--- src/sv/set_assoc_cache_lru_classifier_macros.svh ---
// Assertion macros shared by the cache classifier modules.
`ifndef SET_ASSOC_CACHE_LRU_CLASSIFIER_MACROS_SVH
`define SET_ASSOC_CACHE_LRU_CLASSIFIER_MACROS_SVH
`ifndef SYNTHESIS
`define SACL_ASSERT_SAME(lbl, ante, cons, msg) \
  lbl: assert property (@(posedge clk) disable iff (!rst_n) (ante) |-> (cons)) \
    else $error(msg);
`define SACL_ASSERT_NEXT(lbl, ante, cons, msg) \
  lbl: assert property (@(posedge clk) disable iff (!rst_n) (ante) |=> (cons)) \
    else $error(msg);
`else
`define SACL_ASSERT_SAME(lbl, ante, cons, msg)
`define SACL_ASSERT_NEXT(lbl, ante, cons, msg)
`endif
`endif

--- src/sv/sacl_pkg.sv ---
// Shared constants, types and command structs of the cache classifier.
package sacl_pkg;

  localparam int MAX_SET_BITS = 6;
  localparam int MAX_WAYS     = 8;
  localparam int ADDR_WIDTH   = 32;

  localparam int NUM_SETS = 1 << MAX_SET_BITS;
  localparam int SET_W    = (MAX_SET_BITS > 0) ? MAX_SET_BITS : 1;
  localparam int RANK_W   = (MAX_WAYS > 1) ? $clog2(MAX_WAYS) : 1;
  localparam int WAY_W    = RANK_W;

  localparam int OP_W       = 2;
  localparam int SETB_W     = 3;
  localparam int OFFB_W     = 5;
  localparam int WAYS_W     = 4;
  localparam int CFG_IDX_W  = 2;
  localparam int CFG_DATA_W = 5;
  localparam int CNT_W      = 32;
  localparam int SH_W       = $clog2(MAX_SET_BITS + (1 << OFFB_W) + 1);

  localparam logic [CFG_IDX_W-1:0] CFG_SET_BITS    = 2'd0;
  localparam logic [CFG_IDX_W-1:0] CFG_OFFSET_BITS = 2'd1;
  localparam logic [CFG_IDX_W-1:0] CFG_WAYS        = 2'd2;

  // Bit 1 of the operation marks a modify: two accesses.
  localparam logic [OP_W-1:0] OP_MODIFY = 2'd2;

  typedef struct packed {
    logic [MAX_WAYS-1:0]                 valid;
    logic [MAX_WAYS-1:0][RANK_W-1:0]     rank;
    logic [MAX_WAYS-1:0][ADDR_WIDTH-1:0] tag;
  } row_t;

  typedef struct packed {
    logic start;
    logic reread;
    logic commit;
    logic last;
  } ctrl_cmd_t;

  typedef struct packed {
    logic slot_free;
  } dp_status_t;

endpackage

--- src/sv/sacl_ctrl.sv ---
// Sequencer of the cache classifier: accept, look up, commit, second pass.
`include "set_assoc_cache_lru_classifier_macros.svh"
module sacl_ctrl (
  input  logic                    clk,
  input  logic                    rst_n,
  input  logic                    in_valid,
  output logic                    in_ready,
  input  logic [sacl_pkg::OP_W-1:0] in_operation,
  input  sacl_pkg::dp_status_t    status,
  output sacl_pkg::ctrl_cmd_t     cmd
);
  import sacl_pkg::*;

  typedef enum logic [2:0] {
    ST_IDLE   = 3'b001,
    ST_LOOK   = 3'b010,
    ST_REREAD = 3'b100
  } state_t;

  state_t state_r, state_nxt;
  logic   more_r, more_nxt;

  always_comb begin
    state_nxt  = state_r;
    more_nxt   = more_r;
    cmd        = '0;
    in_ready   = 1'b0;
    unique case (state_r)
      ST_IDLE: begin
        in_ready = 1'b1;
        if (in_valid) begin
          cmd.start = 1'b1;
          more_nxt  = (in_operation & OP_MODIFY) != '0;
          state_nxt = ST_LOOK;
        end
      end
      ST_LOOK: begin
        // hold until the result register can take the new result
        if (status.slot_free) begin
          cmd.commit = 1'b1;
          cmd.last   = !more_r;
          more_nxt   = 1'b0;
          state_nxt  = more_r ? ST_REREAD : ST_IDLE;
        end
      end
      ST_REREAD: begin
        cmd.reread = 1'b1;
        state_nxt  = ST_LOOK;
      end
      default: state_nxt = ST_IDLE;
    endcase
  end

  always_ff @(posedge clk) begin
    if (!rst_n) begin
      state_r <= ST_IDLE;
      more_r  <= 1'b0;
    end else begin
      state_r <= state_nxt;
      more_r  <= more_nxt;
    end
  end

  `SACL_ASSERT_NEXT(a_second_pass, cmd.commit && !cmd.last, cmd.reread,
                    "modify lost its second access")
  `SACL_ASSERT_NEXT(a_one_request, cmd.start, !in_ready && !cmd.start,
                    "request taken while busy")
  `SACL_ASSERT_SAME(a_commit_free, cmd.commit, status.slot_free,
                    "result committed onto a full register")

endmodule

--- config.mk ---
export PLATFORM = sky130hd
export DESIGN_NAME = sacl_ctrl
export DESIGN_NICKNAME = d
export VERILOG_FILES = /design/src/sv/sacl_pkg.sv /design/src/sv/sacl_ctrl.sv
export VERILOG_INCLUDE_DIRS = /design/src /design/src/sv
export SDC_FILE = /design/constraint.sdc
export NUM_CORES = 1
export LEC_CHECK = 0
export ABC_AREA = 1
export CORE_AREA = 2 2 39 41
export DETAILED_ROUTE_END_ITERATION = 12
export DIE_AREA = 0 0 41 43
export DONT_BUFFER_PORTS = 1
export PLACE_DENSITY_LB_ADDON = 0.2
export SLEW_MARGIN = 15
export SYNTH_ARGS = -nofsm -noshare
export SYNTH_HDL_FRONTEND = slang
export SYNTH_SLANG_ARGS = --single-unit
export TNS_END_PERCENT = 30
--- constraint.sdc ---
create_clock -name clk -period 1.2 [get_ports clk]
set_input_delay 0.24 -clock clk [delete_from_list [all_inputs] [get_ports clk]]
set_output_delay 0.24 -clock clk [all_outputs]
set_load 0.05 [all_outputs]
=== Yosys cells after proc, flatten, opt, wreduce, memory -nomap -nowiden ===
Cells that the tools add are included.

* Register bits after elaboration: 4
* Bits in latches: 0
* RAM bits: 0
* ROM bits: 0
* Bits of input ports: 6
* Output and inout port bits: 5
* Logic and storage cells: 24
* Memories kept: 0

* Add/subtract/negate cells: 0
* Multipliers: 0
* Divide/modulo/power cells: 0
* $lt $le $gt $ge: 0
* Equality and inequality tests: 5
* Shifts and indexed selects: 0
* Muxes and demuxes: 13
* Bitwise operators: 0
* Reductions and logical operators: 4

{| class="wikitable"
|+ Operators by type and width
! cell !! number
|-
| 2-to-1 mux 3 bit || 3
|-
| case mux 3 bit (3 select lines) || 1
|-
| 2-to-1 mux 1 bit || 6
|-
| 2-to-1 mux 2 bit || 2
|-
| != test 2 bit (second input constant) || 2
|-
| equality test 3 x 1 -> 1 bit (second input constant) || 1
|-
| equality test 3 x 2 -> 1 bit (second input constant) || 1
|-
| equality test 3 bit (second input constant) || 1
|-
| AND reduction 3 bit || 1
|-
| case mux 1 bit (2 select lines) || 1
|-
| AND reduction 2 bit || 1
|-
| nonzero test 2 bit || 1
|-
| zero test 1 bit || 1
|}

=== Depth between registers and ports, before layout ===
Gate-level depths: netlist of the first run.

* Depth in word-level cells: 3
* Mapped depth: 6

=== Worst setup path after synthesis of the first run ===
No wires, ideal clock.

* Path type: register to output
* Start: register state_r[0]
* End: output port cmd[0] (netlist name)
* Arrival time: 1.576 ns
* Required time: 0.960 ns
* Path slack: -0.616 ns
* Stages on the path, launching flop included: 4
* Path buffers: 0
* Path through: dfxtp_1 inv_1 nand3_1 nor3_1

{| class="wikitable"
|+ RTL lines
! what !! RTL line !! RTL
|-
| start, declared || sacl_ctrl.sv:20 || <nowiki>state_t state_r, state_nxt;</nowiki>
|-
| start signal, assigned || sacl_ctrl.sv:59 || <nowiki>state_r <= state_nxt;</nowiki>
|-
| end, declared || sacl_ctrl.sv:10 || <nowiki>output sacl_pkg::ctrl_cmd_t cmd</nowiki>
|}

==> impl_metrics.ini, run 1 <==
[run_status]
outcome = complete, but fails checks
violations = negative setup slack

[logic_synthesis]
yosys-top-cells-count = 9 x inv_1, 6 x nand2_1, 4 x dfxtp_1, 4 x nand3_1, 4 x nor2_1
synth_edf_count = 0
yosys_warnings = 0
async_reset_ff_frac = 0
synth.most_common_cell = inv_1
synth-seq-area-share = 0.344
yosys.cell_types.count = 12
syn_inst = 37
synth_area_leaders = dfxtp_1 34%, inv_1 15%, nand2_1 9.7%
synthesis.nets = 43
ys_ff_latch = 4
postSynthAreaPerCell_um2 = 6.29
ys.flop_type = dfxtp_1
synthesis.area_um2 = 233
yosysTopAreaCell = dfxtp_1
synth.top_cell.area_share = 0.344

[setup_path]
path_class = register to primary output
critical_path.max_stage_delay_ns = 0.36
slowest_stage = dfxtp_4
crit_path_cell_trace = nor2_4 > nand2_2 > nor2_4 > buf_12
path_common_cell = nor2_4
path_max_fanout = 5
end_kind = primary output
crit_path_start_kind = register
crit_required_ns = 0.96
worst_ep_arrival_time_ns = 1.07

[clock_network]
clk_pin_slew_ns = 0.04
numCtsBuffers = 3
ctsHoldBuffers = 0
cts_sinks = 4
clk_latency_ns = 0.23
cts_tree = yes
cts-root-buf = clkbuf_4
cts.path.max_buffers = 2
cts_max_level = 1

[global_routing]
grt_antenna_before_repair = 0
use_met3 = 0.0209
grt_pass1_vias = 243
grt_pass1_wl_um = 855
met1_usage = 0.0839
use_met2 = 0.106
overflow = 0
grt_usage = 0.0734
busiest_layer = met2
grt_start_max_net_pins = 6

[place]
finalWeightedCongestion = 0.717
dpl_cell_area_um2 = 379
portBuffers = 0
dp_hpwl_um = 447

[run]
max_cap_violations = 0

[timing]
finalCriticalPeriod_ns = 1.31
fin_worst_skew_ns = 0.00235
fmax_mhz = 764
whs_ns = 0.138
timing.final.crit_share = 1.09
setup_slack_ns = -0.109
tightest_slew_ns = 0.198
setup_viol = 5
rsz0062_at_grt = true
slew_viol_final = 0
hold_violations = 0
max-slew-margin-rel = 0.868

[final_layout]
antenna_cells = 0
final_area_um2 = 453
final_layout_size_suffix_gt1_frac = 0.510
fillers = 152
area_growth_pct = 94.6
final_nets = 57

[floorplanning]
rows = 14
core_area_um2 = 1380
pin_count = 11
dieWidth_um = 41
die-area_um2 = 1760
fp.dieH_um = 43
initial_utilization = 0.168

[route]
drt_wl_total_um = 536
drc = 0
drt_pass1_iterations = 4
vias_per_cell = 4.17
drtAntennaViolNets = 0
drtIter0Drc = 2
route.vias.total = 271
wire_per_inst_um = 8.25

[power_and_ir_drop]
power_leakage_nw = 0.214
powerDensity_nw_per_um2 = 1410
power.total_uw = 639
vdd_drop_max_mv = 0.452

[min_path]
worstHoldPathType = input port to register
-- metal layers --
| metal | share of wire | wire (um) |
|---|---|---|
| met1 | 0.40 | 212 |
| met2 | 0.54 | 290 |
| met3 | 0.062 | 33 |
| met4 | 0 | 0 |
| met5 | 0 | 0 |
-- layout make-up --
type | instances | area [um^2] | share of cell area
clock buffers | 3 | 22.5 | 0.0497
inverters | 9 | 33.8 | 0.0746
repair buffers | 9 | 130 | 0.287
multi-input cells | 24 | 160 | 0.354
flip-flops and latches | 4 | 86.3 | 0.191
well taps | 16 | 20.0 | 0.0442
-- registers in the layout, indices dropped and copies added, names as in the netlist --
register  flops
more_r        1
state_r       3
-- worst paths after layout --
kind | depth (start not counted) | slack [ns] | startpoint | end
worst max register to register | 7 | 0.10 | state_r[0] | more_r
worst min-delay path | 2 | 0.14 | rst_n | more_r
worst min register to register | 2 | 0.55 | more_r | state_r[2]
worst max-delay path | 4 | -0.11 | state_r[1] | cmd[3]
-- cells in the final DEF, fill, tap and decap left out, drive strengths merged --
cell,instances
nor3,1
clkbuf,3
inv,9
dfxtp,4
nand3,4
or2,1
a21oi,1
nor3b,1
nor2,6
nand4,3
nand2,7
buf,9
-- critical path: cells and delay by family (launching register included) --
family / cells / cell delay, ns
buffers and inverters: 1 / 0.14
flip-flops: 1 / 0.36
AND/OR/NAND/NOR: 3 / 0.34
-- kinds of logic after synthesis --
| group | Yosys count | share of synthesized area |
|---|---|---|
| flops | 4 | 0.344 |
| simple gates | 23 | 0.489 |
| compound gates | 1 | 0.0215 |
| buf+inv | 9 | 0.145 |
-- report_power, final --
part | switching, mW | internal [mW] | leakage [nW] | total [mW]
Combinational | 0.167 | 0.135 | 0.166 | 0.302
Sequential | 0.0236 | 0.156 | 0.0339 | 0.179
Clock | 0.0463 | 0.111 | 0.0138 | 0.158
Total | 0.237 | 0.402 | 0.214 | 0.639
-- what timing repair did --
action | in CTS | in global routing
cloned | 0 | 0
setup endpoints to repair | 5 | 5
gates resized for setup | 10 | 2
buffers inserted | 1 | 2
pin swaps | 2 | 5
-- per-stage QoR --
step	setup WS, ns	instances	setup TNS [ns]	util
2_1_floorplan	-0.0627	37	-0.136	-
3_3_place_gp	0.0229	59	0	0.274
3_5_place_dp	0.00976	59	0	0.274
4_1_cts	-0.144	63	-0.462	0.312
5_1_grt	-0.162	65	-0.590	0.327
6_report	-0.109	65	-0.319	0.327
(Power assumes the default switching activity.)
==> inputs of run 2 (changes only) <==
BUFFER_PORTS_ARGS = -buffer_cell sky130_fd_sc_hd__buf_4   (was default)
DONT_BUFFER_PORTS = default   (was 1)
==> impl_metrics.ini, run 2 (same netlist as run 1, synthesis figures left out) <==
[run_status]
outcome = complete, but fails checks
violations = negative setup slack

[place]
finalWeightedCongestion = 0.634
dp_hpwl_um = 473
portBuffers = 9
place_ws_ns = -0.00127

[power_and_ir_drop]
power_leakage_nw = 0.240
power.total_uw = 642
vdd_drop_max_mv = 0.426
powerDensity_nw_per_um2 = 1350

[global_routing]
grt_pass1_wl_um = 924
grt_pass1_vias = 246
grt_start_max_net_pins = 6
grt_usage = 0.0843
overflow = 0
grt_antenna_before_repair = 0

[timing]
finalCriticalPeriod_ns = 1.27
slew_viol_final = 0
max-slew-margin-rel = 0.879
timing.final.crit_share = 1.06
setup_slack_ns = -0.0671
setup_viol = 5
tightest_slew_ns = 0.180
fmax_mhz = 789
hold_violations = 0
whs_ns = 0.258
rsz0062_at_grt = true
fin_worst_skew_ns = 0.00122

[setup_path]
path_class = register to primary output
reg2reg_depth = 8
crit_path_start_kind = register
crit_required_ns = 0.96
crit_path_cell_trace = inv_2 > nand3_4 > nor3_4 > buf_6
r2r-end = more_r
critical_path.max_stage_delay_ns = 0.33
rrSetupSlack_ns = 0.01
slowest_stage = dfxtp_2
cp_num_buf_inv = 2
cp_top_family = flip-flops
end_kind = primary output
r2r_start = state_r[1]
path_max_fanout = 3
worst_ep_arrival_time_ns = 1.03

[route]
drc = 0
route.vias.total = 293
met3_length_um = 46
highest_layer = met3
drt_wl_total_um = 640
drt_pass1_iterations = 4
vias_per_cell = 4.07
wl_met2_um = 338
drt-met1-wl_um = 255
drtAntennaViolNets = 0
wire_per_inst_um = 8.89
drtIter0Drc = 5

[clock_network]
cts.path.max_buffers = 2
cts_sinks = 4
cts_max_level = 1
clk_pin_slew_ns = 0.03
cts_tree = yes
clk_latency_ns = 0.23
numCtsBuffers = 3
cts-root-buf = clkbuf_4

[floorplanning]
fp.dieH_um = 43
die-area_um2 = 1760
pin_count = 11
rows = 14
initial_utilization = 0.168
dieWidth_um = 41
core_area_um2 = 1380

[final_layout]
final_cell_mix = 10 x buf_4, 6 x nand2_1, 5 x inv_1
final_common_cell = buf_4
area_growth_pct = 104
antenna_cells = 0
final_layout_size_suffix_gt1_frac = 0.589
largest_reg_flops = 3
largest-register = state_r
final_nets = 64
top_regs = state_r: 3 flops, more_r: 1 flops

[run]
max_cap_violations = 0

[min_path]
hold_end = more_r
hold_depth = 3
worstHoldPathType = input port to register
hold_start = rst_n
==> run 2: through the flow <==
stage	instance area (um^2)	cells	setup TNS, ns	util
detailed placement	347	63	-0.00127	0.250
floorplan	251	37	-0.136	-
global placement	347	63	0	0.250
global route	474	72	-0.578	0.343
CTS	442	69	-0.308	0.319
finish	474	72	-0.227	0.343
==> run 2: layer usage <==
layer  vias up  GRT usage
met4         0     0.0800
li1        157          -
met3         0     0.0471
met5         -          0
met1       127     0.0868
met2         9      0.113
==> run 2: worst max path at each step <==
| stage | start | depth (start not counted) | to |
|---|---|---|---|
| global placement | state_r[1] | 3 | cmd[0] |
| finish | state_r[2] | 4 | cmd[0] |
| detailed placement | state_r[1] | 3 | cmd[0] |
| floorplan | state_r[0] | 3 | cmd[1] |
| CTS | state_r[2] | 4 | cmd[0] |
| global route | state_r[0] | 5 | cmd[2] |
==> run 2: power breakdown <==
group	switching [mW]	internal [mW]	total, mW
Sequential	0.0262	0.156	0.182
Clock	0.0468	0.111	0.158
Combinational	0.168	0.134	0.301
==> run 2: area by class of cell <==
cell class              instances  area [um^2]
repair buffers                 16          154
inverters                       9         33.8
multi-input cells              24          158
well taps                      16         20.0
flip-flops and latches          4         86.3
fillers                       159          910
clock buffers                   3         22.5
==> run 2: timing repair <==
| item | 4_1_cts | 5_1_grt |
|---|---|---|
| buffers inserted | 3 | 3 |
| hold buffers | 0 | 0 |
| endpoints found under the setup margin | 5 | 5 |
| resized for setup | 17 | 4 |
| gates cloned | 0 | 0 |
| pin swaps | 2 | 2 |
==> run 2: tightest hold or removal path, cell delays in order <==
cell and delay [ns]:
buf_4 0.09, nand2_1 0.05, nor2_1 0.07
